`src/design/shp_pkg.sv`:
```
// Shared types and constants of the SOCKS5 header parser.
`timescale 1ns / 1ps

package shp_pkg;

  // Protocol constants
  localparam logic [7:0] SOCKS_VER   = 8'h05;
  localparam logic [7:0] CMD_CONNECT = 8'h01;
  localparam logic [7:0] ATYP_IPV4   = 8'h01;
  localparam logic [7:0] ATYP_DOMAIN = 8'h03;
  localparam logic [7:0] ATYP_IPV6   = 8'h04;
  localparam logic [7:0] LEN_IPV4    = 8'd4;
  localparam logic [7:0] LEN_IPV6    = 8'd16;

  // Mode register codes; any other code parses a TCP request
  localparam logic [1:0] MODE_GREETING = 2'd0;
  localparam logic [1:0] MODE_REQUEST  = 2'd1;
  localparam logic [1:0] MODE_UDP      = 2'd2;

  // Address kind codes as reported on addr_type
  localparam logic [1:0] KIND_IPV4   = 2'd0;
  localparam logic [1:0] KIND_DOMAIN = 2'd1;
  localparam logic [1:0] KIND_IPV6   = 2'd2;

  // Configuration register indexes
  localparam logic CFG_MODE       = 1'b0;
  localparam logic CFG_REQ_METHOD = 1'b1;

  typedef enum logic [1:0] {
    EV_ADDR = 2'd0,
    EV_DONE = 2'd1,
    EV_ERR  = 2'd2
  } event_e;

  typedef enum logic [2:0] {
    ERR_VERSION   = 3'd0,
    ERR_NO_METHOD = 3'd1,
    ERR_COMMAND   = 3'd2,
    ERR_ATYP      = 3'd3,
    ERR_TRUNCATED = 3'd4,
    ERR_RESERVED  = 3'd5
  } err_e;

  // One input byte request
  typedef struct packed {
    logic [7:0] data_byte;
    logic       last;
  } shp_in_t;

  // One result
  typedef struct packed {
    event_e      event_res;
    logic [7:0]  addr_byte;
    logic [1:0]  addr_type;
    logic [15:0] dest_port;
    logic [8:0]  header_length;
    err_e        error_code;
  } shp_out_t;

  // Configuration values seen by the parser
  typedef struct packed {
    logic [1:0] mode;
    logic [7:0] required_method;
  } shp_cfg_t;

endpackage

```
`src/design/socks5_header_parser.sv`:
```
// Top level of the SOCKS5 header parser: input register, parser, result register.
// Path: a byte accepted into the input register is parsed combinationally from there,
//   and its result is captured in the result register and shown from then on.
// Throughput: one byte per cycle, as long as the receiver does not stall the output.
// Reset: asynchronous, active low; clears control and parser state and sets
//   mode to TCP request and the required method to zero.
`timescale 1ns / 1ps

module socks5_header_parser (
  input  logic              clk_i,
  input  logic              rst_ni,
  input  logic              in_valid_i,
  output logic              in_stall_o,
  input  shp_pkg::shp_in_t  in_req_i,
  output logic              out_valid_o,
  input  logic              out_stall_i,
  output shp_pkg::shp_out_t out_res_o,
  input  logic              cfg_valid_i,
  output logic              cfg_ready_o,
  input  logic              cfg_index_i,
  input  logic [7:0]        cfg_data_i
);
  import shp_pkg::*;

  logic     in_valid_q;
  shp_in_t  in_req_q;
  logic     out_valid_q;
  shp_out_t out_res_q;
  logic     advance;
  logic     consume;
  logic     accept;
  logic     res_valid;
  shp_out_t res;
  shp_cfg_t cfg;

  // Pipeline control: the held byte moves on when the result slot frees up
  assign advance    = !out_valid_q || !out_stall_i;
  assign consume    = in_valid_q && advance;
  assign in_stall_o = in_valid_q && !advance;
  assign accept     = in_valid_i && !in_stall_o;

  shp_cfg_regs u_cfg (
    .clk_i       (clk_i),
    .rst_ni      (rst_ni),
    .cfg_valid_i (cfg_valid_i),
    .cfg_index_i (cfg_index_i),
    .cfg_data_i  (cfg_data_i),
    .cfg_ready_o (cfg_ready_o),
    .cfg_o       (cfg)
  );

  shp_parse_core u_core (
    .clk_i       (clk_i),
    .rst_ni      (rst_ni),
    .step_i      (consume),
    .req_i       (in_req_q),
    .cfg_i       (cfg),
    .res_valid_o (res_valid),
    .res_o       (res)
  );

  // Valid flags
  always_ff @(posedge clk_i or negedge rst_ni) begin
    if (!rst_ni) begin
      in_valid_q  <= 1'b0;
      out_valid_q <= 1'b0;
    end else begin
      if (accept) begin
        in_valid_q <= 1'b1;
      end else if (consume) begin
        in_valid_q <= 1'b0;
      end
      if (consume) begin
        out_valid_q <= res_valid;
      end else if (!out_stall_i) begin
        out_valid_q <= 1'b0;
      end
    end
  end

  // Payload registers
  always_ff @(posedge clk_i) begin
    if (accept) begin
      in_req_q <= in_req_i;
    end
    if (consume) begin
      out_res_q <= res;
    end
  end

  assign out_valid_o = out_valid_q;
  assign out_res_o   = out_res_q;

endmodule

```
`src/design/shp_cfg_regs.sv`:
```
// Configuration registers of the SOCKS5 header parser.
`timescale 1ns / 1ps

module shp_cfg_regs (
  input  logic              clk_i,
  input  logic              rst_ni,
  input  logic              cfg_valid_i,
  input  logic              cfg_index_i,
  input  logic [7:0]        cfg_data_i,
  output logic              cfg_ready_o,
  output shp_pkg::shp_cfg_t cfg_o
);
  import shp_pkg::*;

  logic [1:0] mode_q;
  logic [7:0] req_method_q;

  assign cfg_ready_o = 1'b1;

  // Register writes, always accepted
  always_ff @(posedge clk_i or negedge rst_ni) begin
    if (!rst_ni) begin
      mode_q       <= MODE_REQUEST;
      req_method_q <= 8'h00;
    end else if (cfg_valid_i) begin
      unique case (cfg_index_i)
        CFG_MODE:       mode_q       <= cfg_data_i[1:0];
        CFG_REQ_METHOD: req_method_q <= cfg_data_i;
        default:        ;
      endcase
    end
  end

  assign cfg_o.mode            = mode_q;
  assign cfg_o.required_method = req_method_q;

endmodule

```
`src/design/shp_parse_core.sv`:
```
// Per-byte header parser state machine and result decode.
`timescale 1ns / 1ps

module shp_parse_core (
  input  logic              clk_i,
  input  logic              rst_ni,
  input  logic              step_i,
  input  shp_pkg::shp_in_t  req_i,
  input  shp_pkg::shp_cfg_t cfg_i,
  output logic              res_valid_o,
  output shp_pkg::shp_out_t res_o
);
  import shp_pkg::*;

  typedef enum logic [3:0] {
    PH_START     = 4'd0,
    PH_G_COUNT   = 4'd1,
    PH_G_METHODS = 4'd2,
    PH_R_CMD     = 4'd3,
    PH_R_RSV     = 4'd4,
    PH_ATYP      = 4'd5,
    PH_DLEN      = 4'd6,
    PH_ADDR      = 4'd7,
    PH_PORT_HI   = 4'd8,
    PH_PORT_LO   = 4'd9,
    PH_U_RSV     = 4'd10,
    PH_U_FRAG    = 4'd11
  } phase_e;

  phase_e      phase_q, phase_d;
  logic [8:0]  count_q, count_d;
  logic [7:0]  remain_q, remain_d;
  logic [1:0]  kind_q, kind_d;
  logic [7:0]  port_hi_q, port_hi_d;
  logic        seen_q, seen_d;
  logic        done_q, done_d;
  logic [7:0]  b;
  logic [7:0]  rem_dec;
  logic        seen_now;

  assign b        = req_i.data_byte;
  assign rem_dec  = remain_q - 8'd1;
  assign seen_now = seen_q | (b == cfg_i.required_method);

  // Next state and result for one byte
  always_comb begin
    phase_d     = phase_q;
    count_d     = count_q;
    remain_d    = remain_q;
    kind_d      = kind_q;
    port_hi_d   = port_hi_q;
    seen_d      = seen_q;
    done_d      = done_q;
    res_valid_o = 1'b0;
    res_o       = '0;

    if (!done_q) begin
      count_d = count_q + 9'd1;
      unique case (phase_q)
        PH_START: begin
          if (cfg_i.mode == MODE_UDP) begin
            if (b != 8'h00) begin
              res_valid_o      = 1'b1;
              res_o.event_res  = EV_ERR;
              res_o.error_code = ERR_RESERVED;
              done_d           = 1'b1;
            end else begin
              phase_d = PH_U_RSV;
            end
          end else if (b != SOCKS_VER) begin
            res_valid_o      = 1'b1;
            res_o.event_res  = EV_ERR;
            res_o.error_code = ERR_VERSION;
            done_d           = 1'b1;
          end else if (cfg_i.mode == MODE_GREETING) begin
            phase_d = PH_G_COUNT;
          end else begin
            phase_d = PH_R_CMD;
          end
        end
        PH_G_COUNT: begin
          if (b == 8'h00) begin
            res_valid_o      = 1'b1;
            res_o.event_res  = EV_ERR;
            res_o.error_code = ERR_NO_METHOD;
            done_d           = 1'b1;
          end else begin
            remain_d = b;
            seen_d   = 1'b0;
            phase_d  = PH_G_METHODS;
          end
        end
        PH_G_METHODS: begin
          seen_d   = seen_now;
          remain_d = rem_dec;
          if (rem_dec == 8'd0) begin
            res_valid_o = 1'b1;
            done_d      = 1'b1;
            if (seen_now) begin
              res_o.event_res     = EV_DONE;
              res_o.header_length = count_d;
            end else begin
              res_o.event_res  = EV_ERR;
              res_o.error_code = ERR_NO_METHOD;
            end
          end
        end
        PH_R_CMD: begin
          if (b != CMD_CONNECT) begin
            res_valid_o      = 1'b1;
            res_o.event_res  = EV_ERR;
            res_o.error_code = ERR_COMMAND;
            done_d           = 1'b1;
          end else begin
            phase_d = PH_R_RSV;
          end
        end
        PH_R_RSV: phase_d = PH_ATYP;
        PH_U_RSV, PH_U_FRAG: begin
          if (b != 8'h00) begin
            res_valid_o      = 1'b1;
            res_o.event_res  = EV_ERR;
            res_o.error_code = ERR_RESERVED;
            done_d           = 1'b1;
          end else begin
            phase_d = (phase_q == PH_U_RSV) ? PH_U_FRAG : PH_ATYP;
          end
        end
        PH_ATYP: begin
          if (b == ATYP_IPV4) begin
            kind_d   = KIND_IPV4;
            remain_d = LEN_IPV4;
            phase_d  = PH_ADDR;
          end else if (b == ATYP_DOMAIN) begin
            kind_d  = KIND_DOMAIN;
            phase_d = PH_DLEN;
          end else if (b == ATYP_IPV6) begin
            kind_d   = KIND_IPV6;
            remain_d = LEN_IPV6;
            phase_d  = PH_ADDR;
          end else begin
            res_valid_o      = 1'b1;
            res_o.event_res  = EV_ERR;
            res_o.error_code = ERR_ATYP;
            done_d           = 1'b1;
          end
        end
        PH_DLEN: begin
          // domain length byte goes out as the first address byte
          res_valid_o     = 1'b1;
          res_o.event_res = EV_ADDR;
          res_o.addr_byte = b;
          res_o.addr_type = kind_q;
          remain_d        = b;
          phase_d         = (b != 8'h00) ? PH_ADDR : PH_PORT_HI;
        end
        PH_ADDR: begin
          res_valid_o     = 1'b1;
          res_o.event_res = EV_ADDR;
          res_o.addr_byte = b;
          res_o.addr_type = kind_q;
          remain_d        = rem_dec;
          if (rem_dec == 8'd0) begin
            phase_d = PH_PORT_HI;
          end
        end
        PH_PORT_HI: begin
          port_hi_d = b;
          phase_d   = PH_PORT_LO;
        end
        PH_PORT_LO: begin
          res_valid_o         = 1'b1;
          res_o.event_res     = EV_DONE;
          res_o.addr_type     = kind_q;
          res_o.dest_port     = {port_hi_q, b};
          res_o.header_length = count_d;
          done_d              = 1'b1;
        end
        default: phase_d = PH_START;
      endcase
    end

    // End of buffer: flag an unfinished header, then rearm
    if (req_i.last) begin
      if (!done_d) begin
        res_valid_o      = 1'b1;
        res_o            = '0;
        res_o.event_res  = EV_ERR;
        res_o.error_code = ERR_TRUNCATED;
      end
      phase_d   = PH_START;
      count_d   = '0;
      remain_d  = '0;
      kind_d    = KIND_IPV4;
      port_hi_d = '0;
      seen_d    = 1'b0;
      done_d    = 1'b0;
    end
  end

  // Parser state
  always_ff @(posedge clk_i or negedge rst_ni) begin
    if (!rst_ni) begin
      phase_q   <= PH_START;
      count_q   <= '0;
      remain_q  <= '0;
      kind_q    <= KIND_IPV4;
      port_hi_q <= '0;
      seen_q    <= 1'b0;
      done_q    <= 1'b0;
    end else if (step_i) begin
      phase_q   <= phase_d;
      count_q   <= count_d;
      remain_q  <= remain_d;
      kind_q    <= kind_d;
      port_hi_q <= port_hi_d;
      seen_q    <= seen_d;
      done_q    <= done_d;
    end
  end

endmodule

```
`config.mk`:
```
export PLATFORM = sky130hd
export DESIGN_NAME = socks5_header_parser
export DESIGN_NICKNAME = d
export VERILOG_FILES = /design/src/design/shp_pkg.sv /design/src/design/socks5_header_parser.sv /design/src/design/shp_cfg_regs.sv /design/src/design/shp_parse_core.sv
export SDC_FILE = /design/constraint.sdc
export NUM_CORES = 1
export LEC_CHECK = 0
export BUFFER_PORTS_ARGS = -buffer_cell sky130_fd_sc_hd__buf_2
export CORE_AREA = 2 2 113 115
export CTS_CLUSTER_DIAMETER = 80
export CTS_CLUSTER_SIZE = 30
export DETAILED_ROUTE_END_ITERATION = 10
export DIE_AREA = 0 0 115 117
export GPL_ROUTABILITY_DRIVEN = 0
export HOLD_SLACK_MARGIN = 0.08
export PLACE_DENSITY = 0.68
export SLEW_MARGIN = 20
export SYNTH_ARGS = -nofsm -noshare
export SYNTH_HDL_FRONTEND = slang
export SYNTH_HIERARCHICAL = 1
export SYNTH_SLANG_ARGS = --single-unit
```
`constraint.sdc`:
```
create_clock -name clk_i -period 6.3 [get_ports clk_i]
set_input_delay 0 -clock clk_i [delete_from_list [all_inputs] [get_ports clk_i]]
set_output_delay 0 -clock clk_i [all_outputs]
set_load 0.02 [all_outputs]
```
Yosys cells after proc, flatten, opt, wreduce, memory -nomap -nowiden --
Cells that the tools add are included.
Operators by class: $add $sub $neg 2, multiplexer cells 87, reductions and logical operators 32, bitwise logic cells 2, equal/unequal tests 30
Operators by type and width (number):
- 40-bit two-way mux | 3
- 8-bit two-way mux | 10
- 4-bit two-way mux | 14
- 2-bit two-way mux | 20
- 4-bit one-hot mux with 10 select lines | 1
- 8-bit one-hot mux with 4 select lines | 1
- 9-bit two-way mux | 3
- 1-bit two-way mux | 23
- 3-bit one-hot mux with 6 select lines | 1
- 9-bit one-hot mux with 2 select lines | 1
- 4-bit by 3-bit == test with 1-bit output (second input constant) | 4
- 4-bit == test (second input constant) | 4
- 8-bit logical NOT | 2
- 16-bit two-way mux | 1
- 1-bit one-hot mux with 7 select lines | 2
- 2-bit one-hot mux with 7 select lines | 1
- 12-bit two-way mux | 1
- 3-bit two-way mux | 4
- 10-bit AND reduction | 1
- 9-bit by 1-bit adder with 9-bit output (second input constant) | 1
- 3-bit != test (second input constant) | 3
- 4-bit by 2-bit == test with 1-bit output (second input constant) | 2
- 8-bit by 1-bit == test with 1-bit output (second input constant) | 1
- 8-bit by 2-bit == test with 1-bit output (second input constant) | 1
- 33 further kinds | 48
Word-level totals: output and inout bits 43, input port bits 23, logic and storage cells 172, register bits after elaboration 94

Logic depth before layout (Yosys ltp) --
depth in word-level cells 9, gate-level depth with buffers 9, mapped depth without buffers 9

Cells and area by module --
Netlist, hierarchy kept.
Modules (own cells, without submodules):
- shp_parse_core | cells each 380, seq. area each 825.8 um^2, area an instance 2806.4 um^2, times used 1
- socks5_header_parser | cells each 57, seq. area each 1521.5 um^2, area an instance 1565.3 um^2, times used 1
- shp_cfg_regs | cells each 24, seq. area each 251.5 um^2, area an instance 422.9 um^2, times used 1

Worst setup path before layout --
No wires, ideal clock.
kind reg-to-reg, from register out_valid_q, in the netlist out_valid_o, to register u_core.remain_q[3], cell stages (with the launch flop) 8, setup time 0.121 ns, path buffers 1, data required time 6.179 ns, data arrival time 5.114 ns, slack 1.065 ns, clock period less this slack 5.235 ns, cells stage by stage dfrtp_1 -> a21boi_0 -> a21boi_0 -> o31ai_1 -> nor2_1 -> clkbuf_1 -> o31ai_1 -> a22o_1
Between the ends: longest elaborated chain between the ends 4
Ends and longest elaborated chain:
- start, declared | RTL line socks5_header_parser.sv:27 | logic out_valid_q;
- start signal, assigned | RTL line socks5_header_parser.sv:74 | out_valid_q <= res_valid;
- 1-bit logical NOT | RTL line socks5_header_parser.sv:37 | assign advance = !out_valid_q || !out_stall_i;
- 1-bit logical OR | RTL line socks5_header_parser.sv:37
- 1-bit logical AND | RTL line socks5_header_parser.sv:38 | assign consume = in_valid_q && advance;
- named net consume | RTL line socks5_header_parser.sv:30 | logic consume;
- 6-bit AND reduction (no line)
- end signal, assigned | RTL line shp_parse_core.sv:214 | remain_q <= remain_d;
- end, declared | RTL line shp_parse_core.sv:32 | logic [7:0] remain_q, remain_d;
The timed path passes the listed nets, and every way through them passes these cells. A chain may end at the register's enable or synchronous reset.

Worst setup path after layout --
from register in_req_q[0] (netlist name), to register u_core.remain_q[4]
Between the ends: longest elaborated chain between the ends 2, elaborated cells on any way between the ends 7, those cells by class eq/ne: 4; mux: 1; reduce/logical: 2
Ends and longest elaborated chain:
- start, declared | RTL line socks5_header_parser.sv:26 | shp_in_t in_req_q;
- start signal, assigned | RTL line socks5_header_parser.sv:84 | in_req_q <= in_req_i;
- 4-bit by 3-bit != test with 1-bit output (no line) (tied with other cells)
- 6-bit AND reduction (no line)
Parallel ways exist; a longest one is shown, timed or not.

==> summary.txt <==
Clock network
  • CTS resizes: 0
  • Clk sinks: 94
  • Worst skew pair latency: 0.35 ns
  • Clock root cell: clkbuf_16
  • Post-CTS Setup Bufs: 0
  • CTS tree: done
  • Clock tree buffer depth: 2
  • Inserted Clock Buffers: 9
  • H-tree Lvls: 3
  • Hold buffer count at CTS: 23
  • Clk pin slew, worst setup/hold paths: 0.06 ns

Yosys
  • Avg Cell Area, Syn: 10.4 µm²
  • Register area share after synthesis: 54.2%
  • Yosys warning count: 6
  • Mapped Cells: 461
  • Post-synth top flop: edfxtp_1
  • Yosys reg bits: 94
  • Mapped Nets: 487
  • Share of synthesized flip-flops with an asynchronous set or reset: 47.9%
  • Cell variety after synth: 65
  • Post-synth EDFFs: 49
  • Synth Cell Area: 4790 µm²

Cells and area
  • Antenna cells: 0
  • Area Overhead vs Synth: 19.5%
  • Most frequent cells in the layout: buf_2, nand2_1, edfxtp_1
  • Util after Layout: 46.5%
  • Footprint of the multi-input gates: 2050 µm²
  • Seq. cell area: 2600 µm²
  • Nets: 559
  • Fill cells: 1,118
  • Share of layout cells above drive strength 1: 20.4%
  • Commonest non-fill, non-tap cell in the layout: buf_2

Floorplan
  • I/O pin cnt: 66
  • Initial Utilization: 38.9%
  • Die span in x: 115 µm
  • Die area: 13,500 µm²
  • Core Area: 12,300 µm²
  • Site Rows: 41
  • Die height: 117 µm

Setup path
  • Startpoint Class: flop
  • Kind of critical path: reg -> reg
  • CP arrival: 3.73 ns
  • CP max stage delay: 0.89 ns
  • R2R Setup Slk: 2.80 ns
  • CP max stage cell: edfxtp_1
  • R2r worst-path depth: 5
  • Worst flop-to-flop path startpoint: in_req_q[0]
  • RR Endpoint: u_core/remain_q[4]
  • CP Cell Sequence: inv_1 > a21boi_0 > o31ai_1 > nor2_1 > mux2_2
  • Req. time, crit path: 6.53 ns
  • Critical Path Fanout Max: 26
  • Crit end category: flop

Job
  • Max Cap Viol: 0

Timing
  • Max Clock Freq: 285 MHz
  • Setup TNS: 0 ns
  • Final setup margin: 2.80 ns
  • Final setup viols: 0
  • Final Critical Period: 3.50 ns
  • Headroom to the max-slew limit: 24.4%
  • Hold slack final: 0.0856 ns
  • Fin crit share: 55.6%
  • Worst-Margin Slew: 1.13 ns
  • Final slew viol count: 0
  • Layout Skew: 0.0128 ns
  • Endpoints failing hold: 0
  • RSZ-0062 raised after global routing: no

Min path
  • Hold endpoint: u_cfg/mode_q[1]
  • Hold path start: cfg_index_i
  • Hold Path Class: in -> reg
  • Hold Path Depth: 3

Detailed routing
  • Pre-antenna DRT Iters: 5
  • DRT iter0 DRCs: 364
  • Highest routed metal layer: met4
  • Routed WL: 11,100 µm
  • Wl on met1: 4930 µm
  • Routed Antenna Nets: 0
  • Drt drc: 0
  • Met3 Wirelength: 694 µm
  • Vias: 3,882
  • Routed met2 length: 4990 µm
  • Wirelength per Cell: 16.1 µm
  • Vias per cell: 5.64

Global route
  • Initial antenna violation count: 0
  • Gr usage total: 17.0%
  • GRT Residual Overflow: 0
  • Largest net degree at the start of global routing: 46
  • First-pass GRT wire length: 17,700 µm
  • Vias in the first global route: 3,442

Power and ir drop
  • Static leakage: 0.00237 µW
  • Peak VDD IR: 0.000163 V
  • Power consumption: 2360 µW
  • PwrDens: 412 nW/µm²

Placement
  • IO Port Bufs: 64
  • Pre-CTS WS: 2.87 ns
  • Placed wire-length estimate: 7410 µm

Status
  • Status: completed
cell usage after synthesis (3+ instances only):
cell type	n	share of area (%)
mux2_4	8	2.5
a32oi_1	3	0.55
nand2b_1	6	0.78
o21ai_0	42	4.4
inv_1	10	0.78
and2_1	10	1.3
nand3_1	17	1.8
nand2_1	53	4.1
clkbuf_1	21	1.6
nor2b_1	8	1.0
o22ai_1	3	0.39
nor4_1	8	1.0
and3_1	18	2.3
ha_1	3	0.78
edfxtp_1	49	31
a21oi_1	20	2.1
buf_2	6	0.63
xor2_1	14	2.6
dfrtp_1	44	23
a31oi_1	3	0.39
xnor2_1	8	1.5
o31ai_1	5	0.78
nor3_1	16	1.7
a21boi_0	3	0.47
o221ai_1	5	0.91
nor2_1	25	2.0
per-stage QoR:
stage,std cells,area [µm²]
4_1_cts,688,5730
6_report,688,5730
2_1_floorplan,461,4790
3_5_place_dp,649,5210
5_1_grt,688,5730
3_3_place_gp,649,5210
final cells by class:
| class | instances | area share (%) |
|---|---|---|
| clock buffers | 9 | 3.93 |
| repair buffers | 89 | 9.91 |
| flip-flops and latches | 94 | 45.3 |
| clock inverters | 7 | 1.05 |
| inverters | 10 | 0.655 |
| multi-input cells | 329 | 35.8 |
| well taps | 150 | 3.28 |
worst max-delay path by stage:
| stage | from | slack (ns) | cells after the start | endpoint |
|---|---|---|---|---|
| 2_1_floorplan | out_valid_o | 1.06 | 7 | u_core/remain_q[3] |
| 3_3_place_gp | in_req_q[0] | 3.12 | 5 | u_core/remain_q[4] |
| 3_5_place_dp | in_req_q[0] | 2.87 | 5 | u_core/remain_q[4] |
| 4_1_cts | in_req_q[0] | 2.85 | 5 | u_core/remain_q[4] |
| 5_1_grt | in_req_q[0] | 2.67 | 5 | u_core/remain_q[4] |
| 6_report | in_req_q[0] | 2.80 | 5 | u_core/remain_q[4] |
worst max-delay path, delay by kind of cell (launching register included):
kind	cells	cell delay, ns
compound gates	2	0.93
buf+inv	1	0.52
flops	1	0.89
mux	1	0.40
simple gates	1	0.64
power by group:
| part | internal, µW | switching, µW | total (µW) | leakage, µW |
|---|---|---|---|---|
| Clock | 277 | 249 | 526 | 0.000145 |
| Sequential | 822 | 173 | 994 | 0.00107 |
| Combinational | 332 | 510 | 843 | 0.00116 |
| Total | 1430 | 932 | 2360 | 0.00237 |
per-layer routing:
metal  vias to the layer above  global-route usage [%]
met5                         -                       0
met4                         0                    9.80
met3                        38                    3.55
met2                       159                    25.3
met1                      1859                    23.1
li1                       1826                       -
logic make-up (layout without fill, tap and decap cells):
group | after synthesis | after routing | synth area share (%)
buffers and inverters | 38 | 115 | 3.21
AND/OR/NAND/NOR | 187 | 187 | 20.7
flip-flops | 94 | 94 | 54.2
adder cells (fa/ha/maj) | 3 | 3 | 0.783
AO/OA/AOI/OAI | 104 | 104 | 13.5
other | 1 | 1 | 0.0782
XOR/XNOR | 22 | 22 | 4.02
multiplexers | 12 | 12 | 3.44
state kept, by name, indices dropped and copies added (netlist names):
register,count
u_cfg/req_method_q,8
in_valid_q,1
u_core/kind_q,2
u_core/seen_q,1
in_req_q,9
u_core/port_hi_q,8
u_core/count_q,9
out_res_o,40
out_valid_o,1
u_core/remain_q,8
u_core/done_q,1
u_core/phase_q,4
u_cfg/mode_q,2
No activity file was read; power rests on OpenSTA's default activity.
